$ cat config.mk
export PLATFORM = sky130hd
export DESIGN_NAME = vrpvm_front
export DESIGN_NICKNAME = d
export VERILOG_FILES = /design/src/sv/video_register_port_vram_map_defines.svh /design/src/sv/vrpvm_pkg.sv /design/src/sv/vrpvm_front.sv
export SDC_FILE = /design/constraint.sdc
export NUM_CORES = 1
export LEC_CHECK = 0
export BUFFER_PORTS_ARGS = -buffer_cell sky130_fd_sc_hd__buf_2
export CORE_MARGIN = 5
export CORE_UTILIZATION = 45
export CTS_CLUSTER_DIAMETER = 100
export DETAILED_ROUTE_END_ITERATION = 10
export PLACE_DENSITY = 0.8
export SYNTH_ARGS = -nofsm -noshare
export SYNTH_HDL_FRONTEND = slang
export SYNTH_SLANG_ARGS = --single-unit
$ cat constraint.sdc
create_clock -name clk -period 3.6 [get_ports clk]
set_input_delay 0.36 -clock clk [delete_from_list [all_inputs] [get_ports clk]]
set_output_delay 0.36 -clock clk [all_outputs]
set_load 0.05 [all_outputs]
$ cat src/sv/video_register_port_vram_map_defines.svh
// Assertion macros used by the register port design.
`ifndef VIDEO_REGISTER_PORT_VRAM_MAP_DEFINES_SVH
`define VIDEO_REGISTER_PORT_VRAM_MAP_DEFINES_SVH

// Same-cycle implication, checked outside reset.
`define VRPVM_ASSERT_NOW(label, ante, cons) \
	label: assert property (@(posedge clk) disable iff (!arst_n) (ante) |-> (cons)) \
		else $error("vrpvm assertion failed");

// Next-cycle implication, checked outside reset.
`define VRPVM_ASSERT_NEXT(label, ante, cons) \
	label: assert property (@(posedge clk) disable iff (!arst_n) (ante) |=> (cons)) \
		else $error("vrpvm assertion failed");

`endif

$ cat src/sv/vrpvm_pkg.sv
// Package with the operation codes, item types and helpers of the register port.
`timescale 1ns / 1ps
package vrpvm_pkg;

	localparam int QueueDepth = 2;

	localparam logic [2:0] CMD_READ     = 3'd0;
	localparam logic [2:0] CMD_WRITE    = 3'd1;
	localparam logic [2:0] CMD_PEEK     = 3'd2;
	localparam logic [2:0] CMD_VBLANK   = 3'd3;
	localparam logic [2:0] CMD_PRERENDER = 3'd4;

	localparam logic [2:0] REG_CONTROL  = 3'd0;
	localparam logic [2:0] REG_MASK     = 3'd1;
	localparam logic [2:0] REG_STATUS   = 3'd2;
	localparam logic [2:0] REG_OAM_ADDR = 3'd3;
	localparam logic [2:0] REG_OAM_DATA = 3'd4;
	localparam logic [2:0] REG_SCROLL   = 3'd5;
	localparam logic [2:0] REG_ADDR     = 3'd6;
	localparam logic [2:0] REG_DATA     = 3'd7;

	localparam logic [7:0] STATUS_FLAG_MASK = 8'hE0;
	localparam logic [7:0] BUFFER_LOW_MASK  = 8'h1F;
	localparam logic [7:0] PAL_GREY_MASK    = 8'h30;
	localparam logic [7:0] PAL_FULL_MASK    = 8'h3F;
	localparam logic [5:0] PAL_PAGE         = 6'h3F;
	localparam logic [15:0] STEP_ROW        = 16'd32;
	localparam logic [15:0] STEP_ONE        = 16'd1;

	typedef enum logic [3:0] {
		OP_NONE,
		OP_RD_STATUS,
		OP_RD_OAM,
		OP_RD_DATA,
		OP_WR_CONTROL,
		OP_WR_MASK,
		OP_WR_OAM_ADDR,
		OP_WR_OAM_DATA,
		OP_WR_SCROLL,
		OP_WR_ADDR,
		OP_WR_DATA,
		OP_PEEK_CONTROL,
		OP_PEEK_MASK,
		OP_PEEK_STATUS,
		OP_VBLANK,
		OP_PRERENDER
	} op_kind_t;

	typedef struct packed {
		op_kind_t   kind;
		logic [7:0] data;
	} op_item_t;

	function automatic op_kind_t classify(input logic [2:0] cmd, input logic [2:0] idx);
		op_kind_t k;
		k = OP_NONE;
		unique case (cmd)
			CMD_READ: begin
				unique case (idx)
					REG_STATUS:   k = OP_RD_STATUS;
					REG_OAM_DATA: k = OP_RD_OAM;
					REG_DATA:     k = OP_RD_DATA;
					default:      k = OP_NONE;
				endcase
			end
			CMD_WRITE: begin
				unique case (idx)
					REG_CONTROL:  k = OP_WR_CONTROL;
					REG_MASK:     k = OP_WR_MASK;
					REG_OAM_ADDR: k = OP_WR_OAM_ADDR;
					REG_OAM_DATA: k = OP_WR_OAM_DATA;
					REG_SCROLL:   k = OP_WR_SCROLL;
					REG_ADDR:     k = OP_WR_ADDR;
					REG_DATA:     k = OP_WR_DATA;
					default:      k = OP_NONE;
				endcase
			end
			CMD_PEEK: begin
				unique case (idx)
					REG_CONTROL: k = OP_PEEK_CONTROL;
					REG_MASK:    k = OP_PEEK_MASK;
					REG_STATUS:  k = OP_PEEK_STATUS;
					default:     k = OP_NONE;
				endcase
			end
			CMD_VBLANK:    k = OP_VBLANK;
			CMD_PRERENDER: k = OP_PRERENDER;
			default:       k = OP_NONE;
		endcase
		return k;
	endfunction

endpackage

$ cat src/sv/vrpvm_front.sv
// Front end: accepts input items and classifies them into operations.
`timescale 1ns / 1ps
module vrpvm_front
	import vrpvm_pkg::*;
(
	input  logic       clk,
	input  logic       arst_n,
	input  logic       in_valid,
	output logic       in_ready,
	input  logic [2:0] in_command,
	input  logic [2:0] in_reg_index,
	input  logic [7:0] in_write_data,
	output logic       push_valid,
	input  logic       push_ready,
	output op_item_t   push_item
);

	logic     valid_s1;
	op_item_t item_s1;

	assign in_ready   = !valid_s1 || push_ready;
	assign push_valid = valid_s1;
	assign push_item  = item_s1;

	always_ff @(posedge clk or negedge arst_n) begin
		if (!arst_n) begin
			valid_s1 <= 1'b0;
		end else if (in_ready) begin
			valid_s1 <= in_valid;
		end
	end

	always_ff @(posedge clk) begin
		if (in_ready && in_valid) begin
			item_s1.kind <= classify(in_command, in_reg_index);
			item_s1.data <= in_write_data;
		end
	end

endmodule

==> impl_results.md, run 1 <==
- Die height: 46.65 µm
- Initial core utilization: 0.4703
- Setup TNS: 0 ns
- Post-synth top area share: 0.5963
- Syn_nets: 67
- Die ar.: 2176 µm²
- Crit path kind: reg -> out
- Share of layout cells above drive strength 1: 0.4321
- Routed Antenna Nets: 0
- Vias per cell: 5.042
- Clock H-tree levels: 1
- Syn Inst Count: 49
- Hold Violations, Final: 0
- Multi-input logic area: 181.4 µm²
- Critical Path RT: 3.24 ns
- Final #Nets: 100
- First-pass iteration count of the detailed router: 5
- Endpoint, Worst Hold: push_item[2]
- RSZ-0062 raised after global routing: no
- Worst Reg-to-Reg Cells: 2
- Total gr overflow: 0
- Largest stage delay, worst path: 0.38 ns
- Final WL: 1169 µm
- Ant. Diodes: 0
- FF+latch count, synth: 13
- Core ar.: 1285 µm²
- Yosys warning count: 0
- Fin crit period: 1.400 ns
- Number of antenna violations at the first check in global routing: 0
- PortBufs: 31
- Clk sinks: 13
- Sequential share of the synthesized area: 0.6377
- CTS Buf Count: 3
- EDFF count, synth: 12
- Final RePlAce weighted congestion: 0.7694
- Row count: 13
- Register area: 385.4 µm²
- Fillers: 116
- Synth Area per Inst: 12.33 µm²
- Worst clock skew: 0.002890 ns
- Top Ports: 32
- Status: completed
- Area leader, netlist: edfxtp_1
- Leakage power: 0.0003418 µW
- Design Area, Final: 780.7 µm²
- Period utilization: 0.3888
- Synth area leaders: edfxtp_1 60%, o21ai_0 7.5%, dfrtp_1 4.1%
- First-pass GRT wire length: 1614 µm
- Pins Over Slew Limit: 0
- HP Class: in -> reg
- Max cap viols: 0
- Setup crit start kind: flip-flop
- Pin count of the biggest net entering global routing: 13
- Fmax: 0.7144 GHz
- Remaining DRCs: 0
- Layout area overhead: 29.19%
- CP max-delay cell: dfrtp_1
- Root buf cell: clkbuf_4
- Post-CTS Setup Bufs: 0
- Setup-failing EPs final: 0
- Clk_lat worst skew: 0.27 ns
- R2R Setup Slk: 2.30 ns
- Tot Pwr: 340.7 µW
- FFs w/ async S/R, synth: 0.07692
- Die W: 46.65 µm
- Mapped Area: 604.3 µm²
- Hold_ws: 0.2691 ns
- DR iter-0 viols: 7
- Global Route Usage Sum: 0.1085
- Most common library cells after synthesis: 12 x edfxtp_1, 9 x o21ai_0, 4 x nor2_1
- Cell with the most instances after synthesis: edfxtp_1
- Synth unique cells: 20
- Hold path depth: 1
- Critical path arrival: 1.04 ns
- Worst setup EP type: output pin
- Commonest register cell after synthesis: edfxtp_1
- Max FO, Critical Path: 3
- Worst-Margin Slew: 0.4877 ns
- Slew HR: 0.6748
- CTS resizes: 0
- Via Count: 484
- DR WL/cell: 12.18 µm
- Buffers from clock root to sink, at most: 2
- Worst hold start: in_write_data[2]
- CTS tree: done
- Worst R2R Start: push_valid
- Max IR drop VDD: 0.0001758 V
- PD cells: 436.4 nW/µm²
- Number of global-route vias before repair: 404
- Area after DPL: 744.5 µm²
- Launch point of the critical path: push_valid
- Cell breakdown of the critical path: nand2b_1, buf_2
- Reg clk slew, reported paths: 0.07 ns
- R2R Path End: push_item[2]
==> through the flow <==
stage / utilization / std cells / worst slack (ns)
after global placement: 0.5794 / 91 / 2.234
after CTS: 0.6076 / 96 / 2.193
after floorplan: - / 49 / 1.756
after global routing: 0.6076 / 96 / 2.155
final: 0.6076 / 96 / 2.200
after detailed placement: 0.5794 / 91 / 2.210
==> state kept, by name, summed over array words and instances, names as in the netlist <==
| register | flops |
|---|---|
| push_item | 12 |
| push_valid | 1 |
==> kinds of logic (layout without fill, tap and decap cells) <==
kind of cell / Yosys count / after routing / synth area share
multiplexers: 1 / 1 / 0.02484
AND/OR/NAND/NOR: 13 / 13 / 0.1097
flip-flops: 13 / 13 / 0.6377
AO/OA/AOI/OAI: 16 / 16 / 0.1511
XOR/XNOR: 1 / 1 / 0.01450
buffers and inverters: 5 / 37 / 0.06210
==> cell type report <==
cell class | instances | share of cell area
clock buffer | 4 | 0.03365
timing repair buffer | 32 | 0.2115
inverter | 1 | 0.004808
sequential | 13 | 0.4936
multi-input combinational | 31 | 0.2324
tap | 15 | 0.02404
==> power by group <==
| part | switching [µW] | leakage [µW] | internal, µW | total, µW |
|---|---|---|---|---|
| clock network | 42.6 | 0.0000150 | 42.9 | 85.5 |
| logic | 55.1 | 0.000201 | 22.0 | 77.2 |
| registers | 1.92 | 0.000126 | 176 | 178 |
| total | 99.7 | 0.000342 | 241 | 341 |
==> placed cells by master (no fill, tap or decap), types with 2 or more instances in the layout <==
master    count
edfxtp_1     12
clkbuf_4      3
a21oi_1       3
buf_2        31
nor2_1        4
nand2_1       3
o21ai_0       9
nand2b_1      2
==> worst max-delay path: cells and delay by family (launching register included) <==
family / cells / cell delay, ns
flip-flops: 1 / 0.38
AND/OR/NAND/NOR: 1 / 0.11
buffers and inverters: 1 / 0.28
==> per-layer routing <==
layer / track usage / wire, µm / vias to the layer above
met5: 0 / 0 / -
met4: 0.08287 / 27 / 0
met3: 0.02734 / 216 / 4
met2: 0.1813 / 482 / 36
met1: 0.1152 / 442 / 199
li1: - / - / 245
==> worst max path at each step <==
stage / end / slack (ns) / cells past startpoint
2_1_floorplan: push_item[0] / 1.76 / 2
3_3_place_gp: push_item[7] / 2.23 / 3
3_5_place_dp: push_item[2] / 2.21 / 3
4_1_cts: in_ready / 2.19 / 2
5_1_grt: in_ready / 2.15 / 2
6_report: in_ready / 2.20 / 2
==> repair_timing <==
item | CTS | global route
endpoints found under the hold margin | 1 | 0
setup endpoints to repair | 0 | 0
hold buffers | 1 | 0
Power figures use the tool's default switching activity.
==> inputs of run 2 (changes only) <==
--- a/config.mk
+++ b/config.mk
@@ -5,12 +5,13 @@
 export SDC_FILE = /design/constraint.sdc
 export NUM_CORES = 1
 export LEC_CHECK = 0
+export ABC_AREA = 1
 export BUFFER_PORTS_ARGS = -buffer_cell sky130_fd_sc_hd__buf_2
 export CORE_MARGIN = 5
-export CORE_UTILIZATION = 45
+export CORE_UTILIZATION = 38
 export CTS_CLUSTER_DIAMETER = 100
 export DETAILED_ROUTE_END_ITERATION = 10
-export PLACE_DENSITY = 0.8
+export PLACE_DENSITY = 0.71
 export SYNTH_ARGS = -nofsm -noshare
 export SYNTH_HDL_FRONTEND = slang
 export SYNTH_SLANG_ARGS = --single-unit
==> constraint.sdc (replaced) <==
create_clock -name clk -period 1.2 [get_ports clk]
set_input_delay 0.12 -clock clk [delete_from_list [all_inputs] [get_ports clk]]
set_output_delay 0.12 -clock clk [all_outputs]
set_load 0.05 [all_outputs]
==> run 2 against run 1 <==
Compared with the run above:
- combinational power rose to 3.2 times the previous value
- sequential cell count stayed put
- core utilization fell by 5.3 points
- synthesized cell count up 39%
- setup slack lost 2.1 ns
- via count increased by 13%
- clock power increased to 3.0 times the previous value
- cell count up 25%
- final area rose by 9.5%
==> impl_results.md, run 2 <==
- Status: completed (unchanged)
- DR iter-0 viols: 5 (was 7)
- Fmax: 0.8856 GHz
- Buf/Inv on CP: 0 (was 1)
- Worst Reg-to-Reg Cells: 1 (was 2)
- Setup TNS: 0 ns (unchanged)
- HP Class: in -> reg (unchanged)
- Layout area overhead: 36.60% (was 29.19%)
- Tot Pwr: 1037 µW (was 340.7 µW)
- Cell breakdown of the critical path: a21oi_4 (was nand2b_1, buf_2)
- Hold path depth: 1 (unchanged)
- Fillers: 148 (was 116)
- Reg clk slew, reported paths: 0.07 ns (about the same)
- Final WL: 1294 µm (was 1169 µm)
- Global Route Usage Sum: 0.1118 (was 0.1085)
- Total gr overflow: 0 (unchanged)
- Number of flip-flops in the largest register: 12 (unchanged)
- Share of layout cells above drive strength 1: 0.4327 (was 0.4321)
- Number of antenna violations at the first check in global routing: 0 (unchanged)
- Endpoint, Worst Hold: push_item[0] (was push_item[2])
- Largest stage delay, worst path: 0.44 ns (was 0.38 ns)
- Most common cell after layout, fill and taps aside: buf_2 (unchanged)
- FF+latch count, synth: 13 (unchanged)
- Max cap viols: 0 (unchanged)
- Fin cells: 120 (was 96)
- Cell with the most instances after synthesis: nand2_1 (was edfxtp_1)
- Post-Place Cells: 115 (was 91)
- Die ar.: 2558 µm² (was 2176 µm²)
- Clk_lat worst skew: 0.26 ns (was 0.27 ns)
- Pins Over Slew Limit: 0 (unchanged)
- Clock H-tree levels: 1 (unchanged)
- Core ar.: 1541 µm² (was 1285 µm²)
- Final WS setup: 0.07082 ns (was 2.200 ns)
- Commonest register cell after synthesis: edfxtp_1 (unchanged)
- Row count: 14 (was 13)
- Mapped Area: 625.6 µm² (was 604.3 µm²)
- Final #Nets: 123 (was 100)
- Syn_nets: 86 (was 67)
- Sequential share of the synthesized area: 0.6160 (was 0.6377)
- Initial core utilization: 0.4058 (was 0.4703)
- PortBufs: 31 (unchanged)
- Crit path kind: reg -> reg (was reg -> out)
- Leakage power: 0.0004223 µW (was 0.0003418 µW)
- CTS Buf Count: 3 (unchanged)
- Final RePlAce weighted congestion: 0.8190 (was 0.7694)
- Post-place setup slack: 0.07651 ns (was 2.210 ns)
- Number of global-route vias before repair: 516 (was 404)
- Post-synth top area share: 0.5760 (was 0.5963)
- R2R Setup Slk: 0.07 ns (was 2.30 ns)
- Worst clock skew: 0.004034 ns (was 0.002890 ns)
- Syn Inst Count: 68 (was 49)
- Clk sinks: 13 (unchanged)
- Setup-failing EPs final: 0 (unchanged)
- Crit-path leading delay family: flip-flops (unchanged)
- DR WL/cell: 10.78 µm (was 12.18 µm)
- Period utilization: 0.9410
- Synth Area per Inst: 9.200 µm² (was 12.33 µm²)
- R2R Path End: push_item[7] (was push_item[2])
- Worst R2R Start: push_valid (unchanged)
- Detail Placement HPWL: 1068 µm
- Die height: 50.58 µm (was 46.65 µm)
- Yosys warning count: 0 (unchanged)
- Worst setup EP type: flip-flop (was output pin)
- Max FO, Critical Path: 12 (was 3)
- RSZ-0062 raised after global routing: no (unchanged)
- Via Count: 549 (was 484)
- Die W: 50.58 µm (was 46.65 µm)
- CP max-delay cell: dfrtp_2 (was dfrtp_1)
- CTS tree: done (unchanged)
- Post-CTS Setup Bufs: 0 (unchanged)
- Area after DPL: 815.8 µm² (was 744.5 µm²)
- Top Ports: 32 (unchanged)
- Fin crit period: 1.129 ns
- Synth unique cells: 12 (was 20)
- Synth area leaders: edfxtp_1 58%, nand2_1 13%, nand3_1 6.4% (was edfxtp_1 60%, o21ai_0 7.5%, dfrtp_1 4.1%)
- Ant. Diodes: 0 (unchanged)
- Design Area, Final: 854.6 µm² (was 780.7 µm²)
- Critical path arrival: 1.05 ns (was 1.04 ns)
- Slew HR: 0.7405 (was 0.6748)
- Pin count of the biggest net entering global routing: 13 (unchanged)
- Vias per cell: 4.575 (was 5.042)
- Root buf cell: clkbuf_4 (unchanged)
- Routed Antenna Nets: 0 (unchanged)
- Worst hold start: in_write_data[0] (was in_write_data[2])
- Buffers from clock root to sink, at most: 2 (unchanged)
- First-pass GRT wire length: 2166 µm (was 1614 µm)
- Max IR drop VDD: 0.0003628 V (was 0.0001758 V)
- Commonest non-fill, non-tap cells in the layout: 30 x buf_2, 20 x nand2_1, 12 x edfxtp_1, 10 x inv_1, 8 x nand3_1 (was 31 x buf_2, 12 x edfxtp_1, 9 x o21ai_0, 4 x nor2_1)
- Area leader, netlist: edfxtp_1 (unchanged)
- EDFF count, synth: 12 (unchanged)
- Setup crit start kind: flip-flop (unchanged)
- PD cells: 1213 nW/µm² (was 436.4 nW/µm²)
- First-pass iteration count of the detailed router: 2 (was 5)
- Critical Path RT: 1.12 ns (was 3.24 ns)
- FFs w/ async S/R, synth: 0.07692 (unchanged)
- Worst-Margin Slew: 0.3884 ns (was 0.4877 ns)
- Hold Violations, Final: 0 (unchanged)
- Most common library cells after synthesis: 21 x nand2_1, 12 x edfxtp_1, 10 x inv_1 (was 12 x edfxtp_1, 9 x o21ai_0, 4 x nor2_1)
- Remaining DRCs: 0 (unchanged)
==> run 2: worst max path at each step <==
stage	start	to	slack, ns	cells after the start
2_1_floorplan	push_valid	push_item[0]	0.02	1
3_3_place_gp	push_valid	push_item[2]	0.10	1
3_5_place_dp	push_valid	push_item[2]	0.08	1
4_1_cts	push_valid	in_ready	0.04	2
5_1_grt	push_valid	push_item[9]	0.01	1
6_report	push_valid	push_item[7]	0.07	1
==> run 2: cells by family (layout without fill, tap and decap cells) <==
| group | count (synthesis) | count (layout) | share of synthesized area |
|---|---|---|---|
| AO/OA/AOI/OAI | 2 | 2 | 0.02199 |
| buffers and inverters | 11 | 47 | 0.06600 |
| flip-flops | 13 | 13 | 0.6160 |
| AND/OR/NAND/NOR | 42 | 42 | 0.2960 |
==> run 2: layout make-up <==
cell class                 count  area [µm²]  share of cell area
sequential                    13       386.6              0.4524
multi-input combinational     44       212.7              0.2489
timing repair buffer          32       167.7              0.1962
inverter                      11       41.29             0.04832
clock buffer                   4       26.28             0.03075
tap                           16       20.02             0.02343
==> run 2: report_power, final <==
group | leakage (µW) | switching (µW) | internal, µW
Sequential | 0.000125 | 7.70 | 529
Clock | 0.0000150 | 125 | 128
Combinational | 0.000282 | 180 | 66.1
==> run 2: stage by stage <==
stage            util  hold slack, ns
2_1_floorplan       -         -0.1756
3_3_place_gp   0.5292         -0.1046
3_5_place_dp   0.5292         -0.1030
4_1_cts        0.5528         0.02316
5_1_grt        0.5544        0.005382
6_report       0.5544         0.02735
==> run 2: timing repair <==
item	in CTS	in global routing
resized for setup	0	1
hold buffers	1	0
endpoints found under the hold margin	1	0
setup endpoints to repair	0	1
==> run 2: per-layer routing <==
layer / vias up / global-route usage / share of wire
met2: 26 / 0.1715 / 0.45
li1: 289 / - / -
met1: 232 / 0.1275 / 0.41
met4: 0 / 0.07660 / 0.017
met3: 2 / 0.04142 / 0.11
met5: - / 0 / 0
