===== src/sv/video_register_port_vram_map_defines.svh =====
// Assertion macros used by the register port design.
`ifndef VIDEO_REGISTER_PORT_VRAM_MAP_DEFINES_SVH
`define VIDEO_REGISTER_PORT_VRAM_MAP_DEFINES_SVH

// Same-cycle implication, checked outside reset.
`define VRPVM_ASSERT_NOW(label, ante, cons) \
	label: assert property (@(posedge clk) disable iff (!arst_n) (ante) |-> (cons)) \
		else $error("vrpvm assertion failed");

// Next-cycle implication, checked outside reset.
`define VRPVM_ASSERT_NEXT(label, ante, cons) \
	label: assert property (@(posedge clk) disable iff (!arst_n) (ante) |=> (cons)) \
		else $error("vrpvm assertion failed");

`endif


===== src/sv/vrpvm_pkg.sv =====
// Package with the operation codes, item types and helpers of the register port.
`timescale 1ns / 1ps
package vrpvm_pkg;

	localparam int QueueDepth = 2;

	localparam logic [2:0] CMD_READ     = 3'd0;
	localparam logic [2:0] CMD_WRITE    = 3'd1;
	localparam logic [2:0] CMD_PEEK     = 3'd2;
	localparam logic [2:0] CMD_VBLANK   = 3'd3;
	localparam logic [2:0] CMD_PRERENDER = 3'd4;

	localparam logic [2:0] REG_CONTROL  = 3'd0;
	localparam logic [2:0] REG_MASK     = 3'd1;
	localparam logic [2:0] REG_STATUS   = 3'd2;
	localparam logic [2:0] REG_OAM_ADDR = 3'd3;
	localparam logic [2:0] REG_OAM_DATA = 3'd4;
	localparam logic [2:0] REG_SCROLL   = 3'd5;
	localparam logic [2:0] REG_ADDR     = 3'd6;
	localparam logic [2:0] REG_DATA     = 3'd7;

	localparam logic [7:0] STATUS_FLAG_MASK = 8'hE0;
	localparam logic [7:0] BUFFER_LOW_MASK  = 8'h1F;
	localparam logic [7:0] PAL_GREY_MASK    = 8'h30;
	localparam logic [7:0] PAL_FULL_MASK    = 8'h3F;
	localparam logic [5:0] PAL_PAGE         = 6'h3F;
	localparam logic [15:0] STEP_ROW        = 16'd32;
	localparam logic [15:0] STEP_ONE        = 16'd1;

	typedef enum logic [3:0] {
		OP_NONE,
		OP_RD_STATUS,
		OP_RD_OAM,
		OP_RD_DATA,
		OP_WR_CONTROL,
		OP_WR_MASK,
		OP_WR_OAM_ADDR,
		OP_WR_OAM_DATA,
		OP_WR_SCROLL,
		OP_WR_ADDR,
		OP_WR_DATA,
		OP_PEEK_CONTROL,
		OP_PEEK_MASK,
		OP_PEEK_STATUS,
		OP_VBLANK,
		OP_PRERENDER
	} op_kind_t;

	typedef struct packed {
		op_kind_t   kind;
		logic [7:0] data;
	} op_item_t;

	function automatic op_kind_t classify(input logic [2:0] cmd, input logic [2:0] idx);
		op_kind_t k;
		k = OP_NONE;
		unique case (cmd)
			CMD_READ: begin
				unique case (idx)
					REG_STATUS:   k = OP_RD_STATUS;
					REG_OAM_DATA: k = OP_RD_OAM;
					REG_DATA:     k = OP_RD_DATA;
					default:      k = OP_NONE;
				endcase
			end
			CMD_WRITE: begin
				unique case (idx)
					REG_CONTROL:  k = OP_WR_CONTROL;
					REG_MASK:     k = OP_WR_MASK;
					REG_OAM_ADDR: k = OP_WR_OAM_ADDR;
					REG_OAM_DATA: k = OP_WR_OAM_DATA;
					REG_SCROLL:   k = OP_WR_SCROLL;
					REG_ADDR:     k = OP_WR_ADDR;
					REG_DATA:     k = OP_WR_DATA;
					default:      k = OP_NONE;
				endcase
			end
			CMD_PEEK: begin
				unique case (idx)
					REG_CONTROL: k = OP_PEEK_CONTROL;
					REG_MASK:    k = OP_PEEK_MASK;
					REG_STATUS:  k = OP_PEEK_STATUS;
					default:     k = OP_NONE;
				endcase
			end
			CMD_VBLANK:    k = OP_VBLANK;
			CMD_PRERENDER: k = OP_PRERENDER;
			default:       k = OP_NONE;
		endcase
		return k;
	endfunction

endpackage


===== src/sv/vrpvm_queue.sv =====
// Two-entry queue of classified operations between front and back.
`timescale 1ns / 1ps
`include "video_register_port_vram_map_defines.svh"
module vrpvm_queue
	import vrpvm_pkg::*;
(
	input  logic     clk,
	input  logic     arst_n,
	input  logic     push_valid,
	output logic     push_ready,
	input  op_item_t push_item,
	output logic     pop_valid,
	input  logic     pop_ready,
	output op_item_t pop_item
);

	localparam int PtrW = $clog2(QueueDepth);

	op_item_t            slot_q [QueueDepth];
	logic [PtrW-1:0]     wr_ptr_q;
	logic [PtrW-1:0]     rd_ptr_q;
	logic [PtrW:0]       count_q;
	logic                push;
	logic                pop;

	assign push_ready = (count_q != (PtrW+1)'(QueueDepth));
	assign pop_valid  = (count_q != '0);
	assign pop_item   = slot_q[rd_ptr_q];
	assign push       = push_valid && push_ready;
	assign pop        = pop_valid && pop_ready;

	always_ff @(posedge clk or negedge arst_n) begin
		if (!arst_n) begin
			wr_ptr_q <= '0;
			rd_ptr_q <= '0;
			count_q  <= '0;
		end else begin
			if (push) begin
				wr_ptr_q <= (wr_ptr_q == PtrW'(QueueDepth - 1)) ? '0 : wr_ptr_q + 1'b1;
			end
			if (pop) begin
				rd_ptr_q <= (rd_ptr_q == PtrW'(QueueDepth - 1)) ? '0 : rd_ptr_q + 1'b1;
			end
			unique case ({push, pop})
				2'b10:   count_q <= count_q + 1'b1;
				2'b01:   count_q <= count_q - 1'b1;
				default: count_q <= count_q;
			endcase
		end
	end

	always_ff @(posedge clk) begin
		if (push) begin
			slot_q[wr_ptr_q] <= push_item;
		end
	end

	`VRPVM_ASSERT_NOW(a_count_bound, 1'b1, count_q <= (PtrW+1)'(QueueDepth))
	`VRPVM_ASSERT_NEXT(a_push_only, push && !pop, count_q == $past(count_q) + 1'b1)
	`VRPVM_ASSERT_NEXT(a_pop_only, pop && !push, count_q == $past(count_q) - 1'b1)

endmodule


===== config.mk =====
export PLATFORM = sky130hd
export DESIGN_NAME = vrpvm_queue
export DESIGN_NICKNAME = d
export VERILOG_FILES = /design/src/sv/vrpvm_pkg.sv /design/src/sv/vrpvm_queue.sv
export VERILOG_INCLUDE_DIRS = /design/src /design/src/sv
export SDC_FILE = /design/constraint.sdc
export NUM_CORES = 1
export LEC_CHECK = 0
export BUFFER_PORTS_ARGS = -buffer_cell sky130_fd_sc_hd__buf_2
export CAP_MARGIN = 20
export CORE_ASPECT_RATIO = 1.25
export CORE_MARGIN = 2
export CORE_UTILIZATION = 53
export CTS_CLUSTER_DIAMETER = 30
export DETAILED_ROUTE_END_ITERATION = 12
export PLACE_DENSITY_LB_ADDON = 0.05
export REMOVE_ABC_BUFFERS = 1
export SLEW_MARGIN = 20
export SYNTH_ARGS = -nofsm -noshare
export SYNTH_HDL_FRONTEND = slang
export SYNTH_SLANG_ARGS = --single-unit

===== constraint.sdc =====
create_clock -name clk -period 4.3 [get_ports clk]
set_clock_uncertainty 0.15 [all_clocks]
set_input_delay 0.215 -clock clk [delete_from_list [all_inputs] [get_ports clk]]
set_output_delay 0.215 -clock clk [all_outputs]
set_load 0.1 [all_outputs]

==> results of run 1 <==
[area by class of cell]
| type | instances | area, um2 |
|---|---|---|
| clock buffer | 4 | 26.28 |
| multi-input combinational | 25 | 230.2 |
| sequential | 28 | 820.8 |
| timing repair buffer | 42 | 275.3 |
| tap | 20 | 25.02 |
| fill | 135 | 559.3 |
[stage by stage]
stage	hold WS [ps]	cells
final	38.12	119
after global routing	28.67	119
after CTS	27.49	119
after detailed placement	-123.2	102
after global placement	-122.8	102
after floorplan	-230.6	53
[flip-flops by register name (all words and copies together) (netlist names)]
| signal | cells |
|---|---|
| rd_ptr_q | 1 |
| count_q | 2 |
| slot_q | 24 |
| wr_ptr_q | 1 |
[cell families after synthesis]
| group | count (synthesis) | share of synthesized area |
|---|---|---|
| XOR/XNOR | 5 | 0.04138 |
| adder cells (fa/ha/maj) | 1 | 0.01182 |
| buffers and inverters | 1 | 0.007095 |
| flip-flops | 28 | 0.7754 |
| multiplexers | 12 | 0.1277 |
| AND/OR/NAND/NOR | 7 | 0.03666 |
[how the worst max path moves through the flow]
stage,start,endpoint,slack [ps],depth (start not counted)
after floorplan,count_q[0]$_DFFE_PN0P_,slot_q[0][0]$_DFFE_PP_,1740,3
after global placement,count_q[0]$_DFFE_PN0P_,slot_q[0][10]$_DFFE_PP_,2430,3
after detailed placement,count_q[0]$_DFFE_PN0P_,slot_q[0][5]$_DFFE_PP_,2330,3
after CTS,rd_ptr_q$_DFFE_PN0P_,pop_item[9],2180,2
after global routing,rd_ptr_q$_DFFE_PN0P_,pop_item[6],2110,2
final,rd_ptr_q$_DFFE_PN0P_,pop_item[9],2210,2
[metal layers]
metal / up-vias / share of wire / track usage
met2: 18 / 0.57 / 0.3113
met3: 0 / 0.042 / 0.02013
met5: - / 0 / 0
met1: 298 / 0.39 / 0.1535
met4: 0 / 0 / 0.07576
li1: 293 / - / -
[worst min-delay path: cells and delay by family]
kind                      cells  cell delay [ps]
xor gates and xnor gates      1               60
buffers and inverters         1               70
and+or+nand+nor               1              130
[cell usage in the layout (no fill, tap or decap), types with 2 or more instances in the layout]
| cell type | synthesis | layout |
|---|---|---|
| buf_2 | 0 | 29 |
| edfxtp_1 | 24 | 24 |
| dlygate4sd3_1 | 0 | 13 |
| mux2_2 | 12 | 12 |
| dfrtp_1 | 4 | 4 |
| xnor2_1 | 3 | 3 |
| clkbuf_4 | 0 | 3 |
| nor2_1 | 2 | 2 |
| xor2_1 | 2 | 2 |
[repair_timing]
action / 4_1_cts / 5_1_grt
setup buffers: 0 / 0
endpoints found under the hold margin: 28 / 0
endpoints found under the setup margin: 0 / 0
hold buffers: 13 / 0
==> metrics.cfg, run 1 <==
[min_path]
hp-class = primary input to flop
hold_depth = 3
min_from = pop_ready
hold_end = rd_ptr_q$_DFFE_PN0P_

[finish]
fin_nets = 117
drive_gt1_frac = 0.4545
final_core_util = 0.7112
finalInstanceArea_um2 = 1378
n_antenna_cell = 0
syn_to_final_growth_pct = 30.14

[clocking]
ctsResizeCount = 0
clock_latency_ps = 310
cts_buffers = 3
clk_path_buf_depth = 2
h-tree-depth = 1
cts.clk_slew.worst_paths_ps = 130
tritoncts = built
root_buffer = clkbuf_4
cts.sinks = 28

[placement]
place_ws_ps = 2325
placed_area_um2 = 1221
dpl.hpwl_um = 1063
io_buffers = 29
gp_congestion = 0.7093

[job]
drv_cap = 0

[critical_path]
crit_required_ps = 3930
cp-start-kind = flop
end_kind = output port
timing.rr.end = slot_q[0][1]$_DFFE_PP_
rrSetupSlack_ps = 2340
path_buf_inv = 1
worstRegToRegCells = 3
cpPeakStageDelay_ps = 710
critical_path_class = flop to output port
path_delay_family = flip-flops
slowest_stage = dfrtp_1
path_cells = mux2_2 > buf_2
path_max_fanout = 13
worstPathArrival_ps = 1720
r2r_start = count_q[0]$_DFFE_PN0P_

[routing]
drc_errors = 0
vias = 609
drt_iter0_markers = 7
firstDrtPassIters = 4
via_per_inst = 5.118
ant_nets = 0
wirelength_um = 1693
wire_per_inst_um = 14.23

[synth]
ys_seq_area_frac = 0.7754
ys_types = 13
ys_ff_latch = 28
synth_area_per_cell_um2 = 19.60
synth_flop_cell = edfxtp_1
yosysMostFrequentCell = edfxtp_1
yosysTopAreaCell = edfxtp_1
synth.area.top_cells = edfxtp_1 68%, mux2_2 13%, dfrtp_1 9.5%
synth_edf_count = 24
synth_warnings = 0
synthArstFlopShare = 0.1429
netlist.area_leader.share = 0.6809
synth_commonest_cells = 24 x edfxtp_1, 12 x mux2_2, 4 x dfrtp_1
syn_inst = 54
synth_area_um2 = 1059

[sta]
hold_viol = 0
maxSlewViolCount = 0
slew_headroom = 0.3511
period_share = 0.4853
timing.final.ws_setup_ps = 2213
final.setup.tns_ps = 0
finalSetupViolCount = 0
fmaxAchievable_mhz = 479.3
fin_crit_ps = 2087
rsz0062_at_grt = no
max_slew.worst_pin.slew_ps = 969.8

[global_route]
grt_max_degree = 16
grt_pass1_vias = 633
overflow = 0
grt_pass1_wl_um = 2553
grtUsageTotal = 0.1557
antenna_found_initial = 0

[floorplan]
die_w_um = 43.97
io_pins = 30
chipHeight_um = 53.97
coreArea_um2 = 1937
rows = 18
die-area_um2 = 2373
initial_utilization = 0.5465

[outcome]
status = finished, final reports clean

Power of run 1 is not shown: default switching activity piles up to over one toggle a cycle in this logic, so the estimate is an artifact.
==> run 2: changes to the inputs <==
- CORE_UTILIZATION: 53 -> 49
- clock period: 4.3 -> 2.01 ns (I/O delays scaled with it)
==> metrics.cfg, run 2 (synthesized netlist as in run 1, its figures left out) <==
[sta]
fmaxAchievable_mhz = 561.0
period_share = 0.8868
maxSlewViolCount = 0
rsz0062_at_grt = no
timing.final.ws_setup_ps = 227.5
fin_crit_ps = 1782
finalSetupViolCount = 0
fin_hold_ws_ps = 347.8
slew_headroom = 0.6764
hold_viol = 0
max_slew.worst_pin.slew_ps = 488.8

[routing]
firstDrtPassIters = 3
drt_iter0_markers = 9
via_per_inst = 4.848
vias = 606
ant_nets = 0
wire_per_inst_um = 13.25
wirelength_um = 1656
drc_errors = 0

[clocking]
cts_buffers = 3
tritoncts = built
root_buffer = clkbuf_4
clock_latency_ps = 300
clk_path_buf_depth = 2
h-tree-depth = 1
cts.sinks = 28
cts.clk_slew.worst_paths_ps = 130
cts_post_setup_buffers_inserted = 0

[finish]
reg_top3 = slot_q (24), count_q (2)
regMostFlops = slot_q
fin_nets = 123
layout_common_cells = 29 x buf_2, 24 x edfxtp_1, 16 x dlygate4sd3_1
multi_input_area_um2 = 230.2
nFillCells = 150
drive_gt1_frac = 0.4667
syn_to_final_growth_pct = 35.22
final_common_cell = buf_2
largest_register_ffs = 24
n_antenna_cell = 0
regArea_um2 = 822.0
fin_cells = 125

[outcome]
status = finished, final reports clean

[critical_path]
path_max_fanout = 13
worstRegToRegCells = 5
cp-start-kind = flop
end_kind = output port
r2r_start = count_q[0]$_DFFE_PN0P_
timing.rr.end = count_q[1]$_DFFE_PN0P_
crit_required_ps = 1760
worstPathArrival_ps = 1530
rrSetupSlack_ps = 320
critical_path_class = flop to output port

[global_route]
grt_util_met1 = 0.1771
grt-busiest-layer = met2
grtUsageMet3 = 0.02273
overflow = 0
grt_pass1_wl_um = 2760
antenna_found_initial = 0
grt_util_met2 = 0.2636
grt_max_degree = 16
grtUsageTotal = 0.1478
grt_pass1_vias = 652

[min_path]
hold_depth = 1
min_from = wr_ptr_q$_DFFE_PN0P_
hp-class = flop to flop
hold_end = wr_ptr_q$_DFFE_PN0P_

[floorplan]
io_pins = 30
chipHeight_um = 55.97
die_w_um = 45.57
initial_utilization = 0.5281
die-area_um2 = 2550
coreArea_um2 = 2004
rows = 18

[placement]
dpl.cell_count = 105
gp_congestion = 0.6077
place_ws_ps = 377.2
dpl.hpwl_um = 1085
io_buffers = 29

[job]
drv_cap = 0

[run 2: cell types whose count changed in the layout (fill, tap and decap cells not counted), sizes merged]
| cell | before | now |
|---|---|---|
| clkbuf | 4 | 3 |
| buf | 29 | 32 |
| dlygate4sd3 | 13 | 16 |
| clkinv | 0 | 1 |
[run 2: how the worst max path moves through the flow]
stage	depth (start not counted)	from	slack [ps]	end
6_report	2	rd_ptr_q$_DFFE_PN0P_	230	pop_item[10]
5_1_grt	2	rd_ptr_q$_DFFE_PN0P_	150	pop_item[10]
3_3_place_gp	5	count_q[0]$_DFFE_PN0P_	400	count_q[1]$_DFFE_PN0P_
3_5_place_dp	5	count_q[0]$_DFFE_PN0P_	380	count_q[1]$_DFFE_PN0P_
4_1_cts	2	rd_ptr_q$_DFFE_PN0P_	30	pop_item[5]
2_1_floorplan	3	count_q[0]$_DFFE_PN0P_	-550	slot_q[0][0]$_DFFE_PP_
[run 2: routing by layer]
metal / up-vias / routed length [um]
met2: 19 / 908
li1: 303 / -
met5: - / 0
met1: 284 / 671
met4: 0 / 0
met3: 0 / 77
[run 2: through the flow]
step | TNS, ps | area [um2] | util
floorplan | -9612 | 1051 | -
global placement | 0 | 1244 | 0.6205
detailed placement | 0 | 1244 | 0.6205
CTS | 0 | 1430 | 0.7135
global route | 0 | 1431 | 0.7141
finish | 0 | 1431 | 0.7141
[run 2: what timing repair did]
action | in CTS | in global routing
setup endpoints to repair | 0 | 10
gates resized for setup | 0 | 1
hold buffers | 16 | 0
hold endpoints to repair | 30 | 0
[run 2: layout make-up]
| cell class | instances | area share |
|---|---|---|
| tap | 20 | 0.01748 |
| clock buffer | 3 | 0.01573 |
| multi-input combinational | 25 | 0.1608 |
| clock inverter | 1 | 0.002622 |
| sequential | 28 | 0.5743 |
| timing repair buffer | 48 | 0.2290 |
[run 2: worst max-delay path, stage by stage, from the launching register on]
cell,delay [ps]
dfrtp_2,560
mux2_2,370
buf_2,290
Power of run 2 is left out for the same reason.
==> run 3: changes to the inputs <==
--- a/config.mk
+++ b/config.mk
@@ -17,2 +17,3 @@
 export REMOVE_ABC_BUFFERS = 1
+export SKIP_CTS_REPAIR_TIMING = 1
 export SLEW_MARGIN = 20
--- a/constraint.sdc
+++ b/constraint.sdc
@@ -4,2 +4,2 @@
 set_output_delay 0.1005 -clock clk [all_outputs]
-set_load 0.1 [all_outputs]
+set_load 0.01 [all_outputs]
==> metrics.cfg, run 3 (synthesized netlist as in run 1, its figures left out) <==
[placement]
dpl.hpwl_um = 1120
gp_congestion = 0.6236
place_ws_ps = 361.9
io_buffers = 29

[global_route]
grt_pass1_wl_um = 2539
grt_pass1_vias = 592
grtUsageTotal = 0.1452
antenna_found_initial = 0
overflow = 0
grt_max_degree = 16

[sta]
finalSetupViolCount = 0
final.setup.tns_ps = 0
fmaxAchievable_mhz = 545.4
hold_viol = 0
timing.final.ws_setup_ps = 176.4
slew_headroom = 0.6244
fin_crit_ps = 1834
rsz0062_at_grt = no
max_slew.worst_pin.slew_ps = 563.3
maxSlewViolCount = 0
period_share = 0.9123

[finish]
nFillCells = 143
largest_register_ffs = 24
final_core_util = 0.7097
drive_gt1_frac = 0.4519
final_common_cell = buf_2
reg_top3 = slot_q (24), count_q (2)
regMostFlops = slot_q
fin_nets = 122
layout_common_cells = 29 x buf_2, 24 x edfxtp_1, 16 x dlygate4sd3_1
syn_to_final_growth_pct = 34.40
n_antenna_cell = 0

[critical_path]
cpPeakStageDelay_ps = 720
path_cells = mux2_2 > buf_2
rrSetupSlack_ps = 340
critical_path_class = flop to output port
slowest_stage = dfrtp_1
cp-start-kind = flop
path_buf_inv = 1
path_delay_family = flip-flops
path_max_fanout = 13
crit_required_ps = 1760
end_kind = output port
worstRegToRegCells = 5
timing.rr.end = count_q[1]$_DFFE_PN0P_
r2r_start = count_q[0]$_DFFE_PN0P_
worstPathArrival_ps = 1580

[floorplan]
rows = 18
initial_utilization = 0.5281
die_w_um = 45.57
coreArea_um2 = 2004
die-area_um2 = 2550
io_pins = 30
chipHeight_um = 55.97

[routing]
drt_iter0_markers = 7
via_per_inst = 4.976
drc_errors = 0
vias = 617
firstDrtPassIters = 3
wirelength_um = 1745
ant_nets = 0
wire_per_inst_um = 14.07

[power_and_ir_drop]
peakVddDrop_mv = 0.8041
p_leak_nw = 0.5659
power.total_mw = 1.738
powerDensity_nw_per_um2 = 1222

[clocking]
cts.sinks = 28
tritoncts = built
h-tree-depth = 1
clock_latency_ps = 320
root_buffer = clkbuf_4
clk_path_buf_depth = 2
cts.clk_slew.worst_paths_ps = 140
cts_buffers = 3

[min_path]
hp-class = primary input to flop
hold_end = slot_q[1][6]$_DFFE_PP_
min_from = push_item[6]
hold_depth = 2

[job]
drv_cap = 0

[outcome]
status = finished, final reports clean

-- run 3: cell count changes in the layout (fill, tap and decap cells not counted), sizes merged --
cell    delta
buf        -1
clkinv     -1
clkbuf     +1
-- run 3: routing by layer --
layer | vias to the layer above | part of all wire | GRT usage | wire length, um
met5 | - | 0 | 0 | 0
met3 | 4 | 0.044 | 0.02273 | 77
met1 | 292 | 0.42 | 0.1435 | 729
met2 | 21 | 0.52 | 0.2616 | 900
li1 | 300 | - | - | -
met4 | 0 | 0.022 | 0.08824 | 38
-- run 3: area by class of cell --
cell class / instances / area (um2) / share of cell area
Tap cell: 20 / 25.02 / 0.01759
Clock buffer: 4 / 26.28 / 0.01847
Sequential cell: 28 / 820.8 / 0.5770
Multi-Input combinational cell: 25 / 230.2 / 0.1618
Timing Repair Buffer: 47 / 320.3 / 0.2252
-- run 3: per-stage QoR --
step | hold slack (ps) | cell area, um2 | cells
2_1_floorplan | -345.1 | 1051 | 53
3_3_place_gp | -239.0 | 1236 | 104
3_5_place_dp | -239.2 | 1236 | 104
4_1_cts | -601.4 | 1262 | 108
5_1_grt | 331.6 | 1423 | 124
6_report | 346.5 | 1423 | 124
-- run 3: where the power goes --
part	internal, mW	switching [mW]	leakage (nW)	total, mW
Sequential	0.804	0.105	0.270	0.909
Combinational	0.326	0.275	0.281	0.601
Clock	0.0777	0.149	0.0150	0.227
-- run 3: worst max path at each step --
stage	startpoint	cells past startpoint	end
global placement	count_q[0]$_DFFE_PN0P_	5	count_q[1]$_DFFE_PN0P_
finish	rd_ptr_q$_DFFE_PN0P_	2	pop_item[7]
CTS	rd_ptr_q$_DFFE_PN0P_	2	pop_item[7]
detailed placement	count_q[0]$_DFFE_PN0P_	5	count_q[1]$_DFFE_PN0P_
floorplan	count_q[0]$_DFFE_PN0P_	3	slot_q[0][0]$_DFFE_PP_
global route	rd_ptr_q$_DFFE_PN0P_	2	pop_item[7]
Note: power is estimated with default switching activity, not from simulation.
